[config.mk]
export PLATFORM = sky130hd
export DESIGN_NAME = lcgja_ctrl
export DESIGN_NICKNAME = d
export VERILOG_FILES = /design/src/hw/rtl/lcgja_pkg.sv /design/src/hw/rtl/lcgja_ctrl.sv
export SDC_FILE = /design/constraint.sdc
export NUM_CORES = 1
export LEC_CHECK = 0
export BUFFER_PORTS_ARGS = -buffer_cell sky130_fd_sc_hd__buf_4
export CAP_MARGIN = 25
export CORE_AREA = 2 2 39 41
export CTS_BUF_LIST = sky130_fd_sc_hd__clkbuf_8
export CTS_CLUSTER_DIAMETER = 200
export DETAILED_ROUTE_END_ITERATION = 12
export DIE_AREA = 0 0 41 43
export SLEW_MARGIN = 20
export SYNTH_ARGS = -nofsm -noshare
export SYNTH_HDL_FRONTEND = slang
export SYNTH_SLANG_ARGS = --single-unit
[constraint.sdc]
create_clock -name clk -period 1.7 [get_ports clk]
set_input_delay 0.17 -clock clk [delete_from_list [all_inputs] [get_ports clk]]
set_output_delay 0.17 -clock clk [all_outputs]
set_load 0.005 [all_outputs]
[src/hw/rtl/lcgja_pkg.sv]
// ----------------------------------------------------------------------------
// LCG jump-ahead package
// Shared widths, register indexes and the command and status structures that
// pass between the controller and the datapath.
// ----------------------------------------------------------------------------
package lcgja_pkg;

  // Number of lanes seeded per request.
  localparam int LANES = 16;

  // Lane counter width; at least one bit even for a single lane.
  localparam int LANE_CNT_W = (LANES > 1) ? $clog2(LANES) : 1;

  // Field widths.
  localparam int WORD_W  = 32;
  localparam int SEED_W  = 32;
  localparam int FRAME_W = 16;
  localparam int LANE_W  = 6;

  // Stream payload widths, padded to whole bytes.
  localparam int S_TDATA_W = 48;
  localparam int M_TDATA_W = 104;
  localparam int M_PAD_W   = M_TDATA_W - (LANE_W + 3 * WORD_W);

  // Configuration register index.
  localparam int CFG_IDX_W = 2;

  typedef enum logic [CFG_IDX_W-1:0] {
    CFG_MULT = 2'd0,
    CFG_INCR = 2'd1
  } cfg_reg_t;

  // Controller states.
  typedef enum logic [1:0] {
    ST_IDLE,
    ST_EXP,
    ST_LANE
  } state_t;

  // Commands from the controller to the datapath.
  typedef struct packed {
    logic                  load;       // capture request, init accumulators
    logic                  exp_step;   // one bit of the binary exponentiation
    logic                  lane_load;  // present a lane and advance the state
    logic [LANE_CNT_W-1:0] lane_idx;   // lane being presented
    logic                  last;       // lane being presented is the final one
  } cmd_t;

  // Status from the datapath to the controller.
  typedef struct packed {
    logic exp_done;  // no set exponent bits remain
  } status_t;

endpackage

[src/hw/rtl/lcgja_ctrl.sv]
// ----------------------------------------------------------------------------
// LCG jump-ahead controller
// Sequences request capture, the exponentiation steps and the lane results,
// and owns the valid flag of the output register.
// ----------------------------------------------------------------------------
module lcgja_ctrl (
  input  logic                clk,
  input  logic                rst,
  input  logic                s_tvalid,
  output logic                s_tready,
  output logic                m_tvalid,
  input  logic                m_tready,
  input  lcgja_pkg::status_t  status,
  output lcgja_pkg::cmd_t     cmd
);

  lcgja_pkg::state_t                state;
  lcgja_pkg::state_t                state_next;
  logic [lcgja_pkg::LANE_CNT_W-1:0] lane_cnt;
  logic [lcgja_pkg::LANE_CNT_W-1:0] lane_cnt_next;
  logic                             out_free;
  logic                             is_last;

  assign out_free = !m_tvalid || m_tready;
  assign is_last  = (lane_cnt == lcgja_pkg::LANE_CNT_W'(lcgja_pkg::LANES - 1));

  // State, lane counter and output valid registers.
  always_ff @(posedge clk) begin
    if (rst) begin
      state    <= lcgja_pkg::ST_IDLE;
      lane_cnt <= '0;
      m_tvalid <= 1'b0;
    end else begin
      state    <= state_next;
      lane_cnt <= lane_cnt_next;
      if (cmd.lane_load) begin
        m_tvalid <= 1'b1;
      end else if (m_tready) begin
        m_tvalid <= 1'b0;
      end
    end
  end

  // Next state and commands.
  always_comb begin
    state_next    = state;
    lane_cnt_next = lane_cnt;
    s_tready      = 1'b0;
    cmd           = '0;
    cmd.lane_idx  = lane_cnt;
    cmd.last      = is_last;
    unique case (state)
      lcgja_pkg::ST_IDLE: begin
        s_tready = 1'b1;
        if (s_tvalid) begin
          cmd.load      = 1'b1;
          lane_cnt_next = '0;
          state_next    = lcgja_pkg::ST_EXP;
        end
      end
      lcgja_pkg::ST_EXP: begin
        if (status.exp_done) begin
          state_next = lcgja_pkg::ST_LANE;
        end else begin
          cmd.exp_step = 1'b1;
        end
      end
      lcgja_pkg::ST_LANE: begin
        if (out_free) begin
          cmd.lane_load = 1'b1;
          lane_cnt_next = lane_cnt + lcgja_pkg::LANE_CNT_W'(1);
          if (is_last) begin
            state_next = lcgja_pkg::ST_IDLE;
          end
        end
      end
      default: begin
        state_next = lcgja_pkg::ST_IDLE;
      end
    endcase
  end

endmodule

==> results.yml, run 1 <==
status:
  status: "finished clean"
die:
  coreArea_mm2: 0.001384
  rows: 14
  initial_utilization_pct: 26.76
  pin_count: 15
  die_y_um: 43
  dieArea_mm2: 0.001763
  die_w_um: 41
layout:
  area_delta_synth_final_pct: 43.92
  fin_nets: 65
  layout_commonest_cell: "buf_4"
  final_cell_mix: "buf_4, dfxtp_1, nand2b_1"
  drive_gt1_share_pct: 34.48
  diodes: 0
global_route:
  grt_max_degree: 10
  grt_overflow_total: 0
  grt_pass1_wl_um: 1276
  groute.usage.overall_pct: 10.45
  grt_antenna_before_repair: 0
  grt_pass1_vias: 339
setup_path:
  max_stage_delay_ps: 480
  worstPathRequired_ps: 1530
  worstSetupEndpointType: "output port"
  start_kind: "flip-flop"
  worst-path-max-fanout: 9
  cp_cell_sequence: "or3b_2 -> inv_1 -> buf_4"
  crit_arrival_ps: 1370
  path_class: "flip-flop to output port"
  slowest_stage: "or3b_2"
timing:
  worstMarginPinSlew_ps: 318.4
  hold_violations: 0
  setup_slack_ps: 159.4
  rsz0062_at_grt: "false"
  drv_slew: 0
  skew_ps: 1.748
  setup_viol: 0
  period_share_pct: 90.62
  timing.fmax_mhz: 649.1
  slew_headroom_pct: 78.73
  period_needed_ps: 1541
  fin_tns_setup_ps: 0
clocking:
  htreeDepth: 1
  clkLatencyLatePin_ps: 220
  cts_root_buf: "clkbuf_8"
  clk_transition_reported_paths_ps: 40
  cts_resized: 0
  cts_hold_buf: 0
  clkSinkCount: 7
  numCtsBuffers: 3
  postCtsSetupRepairBufs: 0
  cts_buffer_depth: 2
  cts_tree: "done"
synthesis:
  ys_seq_area_share_pct: 37.84
  ys_types: 22
  synthCells: 41
  synth_warnings: 0
  syn_nets: 47
  syn_avg_cell_area_um2: 9.033
  syn_area_um2: 370.4
  synth_seq_cells: 7
pwr:
  vdd_drop_max_uv: 357.9
  p_per_area_mw_per_mm2: 854.4
  power_leakage_nw: 0.2258
routing:
  drt_iter0_markers: 9
  ant_nets: 0
  drcViolationCount: 0
  wl_per_cell_um: 11.20
  routed_via_density: 5.014
  wl_um: 829
  dr_total_vias: 371
  first_pass_iters: 2
place:
  pre_cts_ws_ps: 264.1
  gp_congestion: 0.7025
  dp_hpwl_um: 623.4
  io_buffers: 14
flow_run:
  drv_cap: 0
worst_hold_path:
  min_path_type: "input port to flip-flop"
==> synth_stat cells <==
cell type | instances | area (um^2)
a211oi_1 | 3 | 22.52
nor2b_1 | 1 | 6.260
or3_1 | 1 | 6.260
a21oi_1 | 3 | 15.01
buf_4 | 1 | 7.510
and3_1 | 1 | 6.260
nand3b_1 | 1 | 7.510
inv_1 | 2 | 7.510
or3b_2 | 1 | 8.760
and3b_4 | 1 | 12.51
nand2b_1 | 4 | 25.02
nor2_1 | 3 | 11.26
or4_1 | 2 | 15.01
nand3_1 | 1 | 5.000
dfxtp_1 | 7 | 140.1
o31ai_1 | 2 | 15.01
ha_1 | 1 | 12.51
o21ai_0 | 2 | 10.01
a21o_1 | 1 | 7.510
o21bai_1 | 1 | 7.510
nand4b_1 | 1 | 8.760
a211oi_2 | 1 | 12.51
==> routing by layer <==
layer	GRT usage (%)	routed length [um]	vias to the layer above
li1	-	-	190
met1	12.26	375	166
met2	16.88	385	13
met3	1.571	51	2
met4	6.000	17	0
met5	0	0	-
==> where the power goes <==
part,internal (mW),switching [mW]
sequential,0.170,0.00836
combinational,0.0292,0.0224
clock,0.156,0.0693
==> final timing paths <==
check               from  depth (start not counted)  slack [ps]          end
max reg2reg     state[1]                          3         240  lane_cnt[3]
min                  rst                          2         170     m_tvalid
min reg2reg  lane_cnt[3]                          2         510  lane_cnt[3]
max             state[1]                          3         160       cmd[7]
==> final cells by class <==
class	count	area, um^2
sequential	7	140.1
clock inverter	1	3.754
clock buffer	3	41.29
tap	16	20.02
multi-input combinational	31	215.2
inverter	2	7.507
fill	149	850.8
timing repair buffer	14	105.1
==> critical path, delay by kind of cell (launching register included) <==
kind	cells	cell delay, ps
flops	1	380
simple gates	1	480
buf+inv	2	290
==> registers in the layout, indices dropped and copies added (netlist names) <==
name and cells:
lane_cnt 4, state 2, m_tvalid 1
==> cell families after synthesis <==
kind of cell             synth area share, %
AND/OR/NAND/NOR                        30.41
buffers and inverters                  4.056
adder cells (fa/ha/maj)                3.378
flip-flops                             37.84
AO/OA/AOI/OAI                          24.32
==> per-stage QoR <==
stage | instance area (um^2) | total power, mW | std cells | utilization, % | hold slack, ps
5_1_grt | 533.0 | 0.4762 | 74 | 38.52 | 178.8
4_1_cts | 533.0 | 0.4621 | 74 | 38.52 | 171.9
3_3_place_gp | 488.0 | 0.2323 | 70 | 35.26 | 408.4
6_report | 533.0 | 0.4554 | 74 | 38.52 | 169.0
2_1_floorplan | 370.4 | 0.2029 | 41 | - | 239.1
3_5_place_dp | 488.0 | 0.2330 | 70 | 35.26 | 408.9
Power figures use the tool's default switching activity.
==> run 2, diff against run 1 <==
--- a/config.mk
+++ b/config.mk
@@ -8,7 +8,7 @@
 export BUFFER_PORTS_ARGS = -buffer_cell sky130_fd_sc_hd__buf_4
 export CAP_MARGIN = 25
 export CORE_AREA = 2 2 39 41
-export CTS_BUF_LIST = sky130_fd_sc_hd__clkbuf_8
+export CTS_BUF_LIST = sky130_fd_sc_hd__clkbuf_4
 export CTS_CLUSTER_DIAMETER = 200
 export DETAILED_ROUTE_END_ITERATION = 12
 export DIE_AREA = 0 0 41 43
==> run 2 against run 1 <==
  * Cell area shrank 2.8%
  * Clock skew grew 2.6 ps
  * Power shrank 12%
  * Cell count is the same
  * Sequential power is essentially flat
  * Critical path depth is the same
  * Via count shrank 0.54%
  * Clock power shrank 24%
  * Flip-flop and latch count is the same
  * First-iteration DRC count shrank 22%
  * Highest routed layer unchanged
==> results.yml, run 2 (synthesis results as in run 1) <==
routing:
  first_pass_iters: 2
  wl_um: 846
  routed_via_density: 4.986
  drt_iter0_markers: 7
  dr_total_vias: 369
  ant_nets: 0
  wl_per_cell_um: 11.43
  drcViolationCount: 0
flow_run:
  drv_cap: 0
layout:
  area_delta_synth_final_pct: 39.86
  fin_nets: 65
  regMostFlops: "lane_cnt"
  layout_commonest_cell: "buf_4"
  top_regs: "lane_cnt x4, state x2, m_tvalid x1"
  final_area_um2: 518.0
  largest_register_ffs: 4
  drive_gt1_share_pct: 36.21
  final_cell_mix: "buf_4, dfxtp_1, nand2b_1, clkbuf_4"
  diodes: 0
clocking:
  clk_transition_reported_paths_ps: 60
  clkLatencyLatePin_ps: 260
  postCtsSetupRepairBufs: 0
  cts_hold_buf: 0
  htreeDepth: 1
  numCtsBuffers: 3
  cts_tree: "done"
  cts_buffer_depth: 2
  clkSinkCount: 7
  cts_resized: 0
  cts_root_buf: "clkbuf_4"
die:
  coreArea_mm2: 0.001384
  dieArea_mm2: 0.001763
  die_y_um: 43
  pin_count: 15
  rows: 14
  die_w_um: 41
  initial_utilization_pct: 26.76
setup_path:
  worstSetupEndpointType: "output port"
  r2r-end: "lane_cnt[3]"
  crit_arrival_ps: 1410
  start_kind: "flip-flop"
  path_class: "flip-flop to output port"
  r2r_slack_ps: 220
  worst-path-max-fanout: 9
  worst-r2r-cell-count: 3
  timing.rr.start: "state[1]"
  worstPathRequired_ps: 1530
timing:
  slew_headroom_pct: 78.74
  fin_tns_setup_ps: 0
  hold_violations: 0
  drv_slew: 0
  rsz0062_at_grt: "false"
  worstMarginPinSlew_ps: 318.2
  period_share_pct: 93.12
  period_needed_ps: 1583
  timing.fmax_mhz: 631.7
  skew_ps: 4.321
  setup_viol: 0
global_route:
  groute.usage.overall_pct: 10.95
  grt_max_degree: 10
  grt_pass1_vias: 349
  grt_antenna_before_repair: 0
  grt_pass1_wl_um: 1290
  grt_overflow_total: 0
status:
  status: "finished clean"
place:
  io_buffers: 14
  dp_hpwl_um: 623.4
  place_area_um2: 488.0
  gp_congestion: 0.7025
pwr:
  p_per_area_mw_per_mm2: 775.4
  vdd_drop_max_uv: 213.8
  power_leakage_nw: 0.2173
worst_hold_path:
  whs_endpoint: "m_tvalid"
  min_from: "rst"
  whs_path_depth: 2
  min_path_type: "input port to flip-flop"
[run 2: where the power goes]
part           switching, mW  internal [mW]  leakage, nW
Sequential           0.00837          0.169       0.0568
Clock                 0.0662          0.106       0.0184
Combinational         0.0226         0.0292        0.142
Total                 0.0972          0.304        0.217
[run 2: layout make-up]
type,instances,area [um^2]
fillers,150,865.8
flip-flops and latches,7,140.1
clock buffers,4,30.03
multi-input cells,31,215.2
inverters,2,7.507
well taps,16,20.02
repair buffers,14,105.1
[run 2: metrics by stage]
stage	instances	setup WS (ps)	hold slack, ps	util (%)	total power [mW]
4_1_cts	74	113.2	131.4	37.43	0.4089
3_5_place_dp	70	264.1	408.9	35.26	0.2330
5_1_grt	74	84.81	136.9	37.43	0.4230
3_3_place_gp	70	278.5	408.4	35.26	0.2323
2_1_floorplan	41	348.8	239.1	-	0.2029
6_report	74	117.0	137.6	37.43	0.4017
[run 2: critical path, stage by stage (launching register included)]
cell     delay [ps]
dfxtp_1         390
or3b_2          480
inv_1           150
buf_4           140
[run 2: how the worst max path moves through the flow]
| stage | end | startpoint | cells past startpoint | slack (ps) |
|---|---|---|---|---|
| final | cmd[7] | state[1] | 3 | 120 |
| after global routing | cmd[7] | state[1] | 3 | 80 |
| after CTS | cmd[7] | state[1] | 3 | 110 |
| after detailed placement | lane_cnt[2] | lane_cnt[0] | 4 | 260 |
| after global placement | lane_cnt[2] | lane_cnt[0] | 4 | 280 |
| after floorplan | lane_cnt[2] | lane_cnt[0] | 4 | 350 |
[run 2: routing by layer]
metal | routed length [um] | part of all wire [%] | up-vias | track usage (%)
met5 | 0 | 0 | - | 0
met4 | 17 | 2.0 | 0 | 8.000
met3 | 55 | 6.5 | 2 | 3.141
met2 | 381 | 45 | 12 | 16.88
met1 | 392 | 46 | 166 | 11.94
li1 | - | - | 189 | -
==> run 3, diff against run 2 <==
--- a/config.mk
+++ b/config.mk
@@ -7,11 +7,14 @@
 export LEC_CHECK = 0
 export BUFFER_PORTS_ARGS = -buffer_cell sky130_fd_sc_hd__buf_4
 export CAP_MARGIN = 25
+export CELL_PAD_IN_SITES_DETAIL_PLACEMENT = 1
+export CELL_PAD_IN_SITES_GLOBAL_PLACEMENT = 1
 export CORE_AREA = 2 2 39 41
 export CTS_BUF_LIST = sky130_fd_sc_hd__clkbuf_4
 export CTS_CLUSTER_DIAMETER = 200
 export DETAILED_ROUTE_END_ITERATION = 12
 export DIE_AREA = 0 0 41 43
+export PLACE_DENSITY_LB_ADDON = 0.1
 export SLEW_MARGIN = 20
 export SYNTH_ARGS = -nofsm -noshare
 export SYNTH_HDL_FRONTEND = slang
==> run 3 against run 2 <==
  * Count of clock-buffer cells in the layout unchanged
  * Combinational power is 1% higher
  * Power is 1.0% higher
  * Worst hold slack got worse by 3.5 ps
  * Sequential share of layout area unchanged
  * Global-route usage up 3.2 points
  * Setup slack worse by 4.0 ps
  * Cell area unchanged
  * Via count increased by 6.2%
  * Register-to-register slack got worse by 30 ps
  * Clock power is 2% higher
  * Critical path type unchanged
  * Critical endpoint unchanged
  * Largest cell class unchanged
  * Largest power group unchanged
  * Highest routed layer unchanged
==> results.yml, run 3 (synthesis results as in run 1) <==
status:
  status: "finished clean"
timing:
  hold_violations: 0
  timing.fmax_mhz: 630.1
  fin_tns_setup_ps: 0
  slew_headroom_pct: 79.02
  skew_ps: 5.315
  rsz0062_at_grt: "false"
  setup_viol: 0
  drv_slew: 0
  period_needed_ps: 1587
  period_share_pct: 93.36
  worstMarginPinSlew_ps: 314.0
layout:
  top_regs: "lane_cnt x4, state x2, m_tvalid x1"
  finalCoreUtilization_pct: 37.43
  drive_gt1_share_pct: 36.21
  fin_nets: 65
  diodes: 0
  area_delta_synth_final_pct: 39.86
  final_cell_mix: "buf_4, dfxtp_1, nand2b_1, clkbuf_4"
  largest_register_ffs: 4
  final_area_um2: 518.0
  regMostFlops: "lane_cnt"
  layout_commonest_cell: "buf_4"
setup_path:
  worst-r2r-cell-count: 3
  worstSetupEndpointType: "output port"
  slowest_stage: "or3b_2"
  cp_cell_sequence: "or3b_2 -> inv_1 -> buf_4"
  worst-path-max-fanout: 9
  path_class: "flip-flop to output port"
  worstPathRequired_ps: 1530
  r2r-end: "lane_cnt[3]"
  crit_arrival_ps: 1420
  timing.rr.start: "state[1]"
  max_stage_delay_ps: 480
  start_kind: "flip-flop"
  r2r_slack_ps: 190
clocking:
  htreeDepth: 1
  cts_tree: "done"
  clk_transition_reported_paths_ps: 60
  cts_buffer_depth: 2
  cts_hold_buf: 0
  clkSinkCount: 7
  numCtsBuffers: 3
  clkLatencyLatePin_ps: 260
  cts_root_buf: "clkbuf_4"
  cts_resized: 0
  postCtsSetupRepairBufs: 0
worst_hold_path:
  whs_endpoint: "state[1]"
  min_from: "rst"
  whs_path_depth: 2
  min_path_type: "input port to flip-flop"
routing:
  ant_nets: 0
  drcViolationCount: 0
  routed_via_density: 5.297
  first_pass_iters: 2
  wl_um: 1017
  wl_per_cell_um: 13.74
  dr_total_vias: 392
  drt_iter0_markers: 2
die:
  dieArea_mm2: 0.001763
  initial_utilization_pct: 26.76
  coreArea_mm2: 0.001384
  rows: 14
  pin_count: 15
  die_y_um: 43
  die_w_um: 41
pwr:
  p_per_area_mw_per_mm2: 783.5
  power_leakage_nw: 0.2173
  vdd_drop_max_uv: 285.5
flow_run:
  drv_cap: 0
place:
  gp_congestion: 0.7403
  place_area_um2: 488.0
  io_buffers: 14
  dp_hpwl_um: 767
global_route:
  groute.usage.overall_pct: 14.16
  grt_pass1_wl_um: 1662
  grt_overflow_total: 0
  grt_antenna_before_repair: 0
  grt_max_degree: 10
  grt_pass1_vias: 405
## run 3: through the flow
step	std cells	worst slack [ps]	power, mW	hold slack, ps
after CTS	74	97.01	0.4140	135.6
after global placement	70	296.1	0.2325	408.6
after detailed placement	70	215.0	0.2343	407.4
final	74	112.9	0.4059	134.1
after global routing	74	9.482	0.4285	134.5
after floorplan	41	348.8	0.2029	239.1
## run 3: layout make-up
class / count / area (um^2)
fillers: 167 / 865.8
inverters: 2 / 7.507
flip-flops and latches: 7 / 140.1
well taps: 16 / 20.02
clock buffers: 4 / 30.03
multi-input cells: 31 / 215.2
repair buffers: 14 / 105.1
## run 3: where the power goes
| part | switching [mW] | total [mW] | internal, mW |
|---|---|---|---|
| Clock | 0.0696 | 0.176 | 0.106 |
| Combinational | 0.0231 | 0.0523 | 0.0292 |
| Sequential | 0.00864 | 0.178 | 0.169 |
## run 3: critical path: cells and delay by family, from the launching register on
kind	cells	cell delay (ps)
buffers and inverters	2	290
and+or+nand+nor	1	480
DFF	1	390
## run 3: per-layer routing
| layer | routed length [um] | part of all wire (%) | vias to the layer above | global-route usage (%) |
|---|---|---|---|---|
| met1 | 428 | 42 | 186 | 14.79 |
| met3 | 60 | 5.9 | 4 | 4.712 |
| met4 | 18 | 1.8 | 0 | 8.000 |
| li1 | - | - | 190 | - |
| met5 | 0 | 0 | - | 0 |
| met2 | 510 | 50 | 12 | 23.13 |
## run 3: how the worst max path moves through the flow
stage,from,to,slack [ps]
5_1_grt,state[1],cmd[7],9
3_5_place_dp,state[1],lane_cnt[3],210
2_1_floorplan,lane_cnt[0],lane_cnt[2],350
3_3_place_gp,lane_cnt[0],lane_cnt[2],300
4_1_cts,state[1],cmd[7],100
6_report,state[1],cmd[7],110
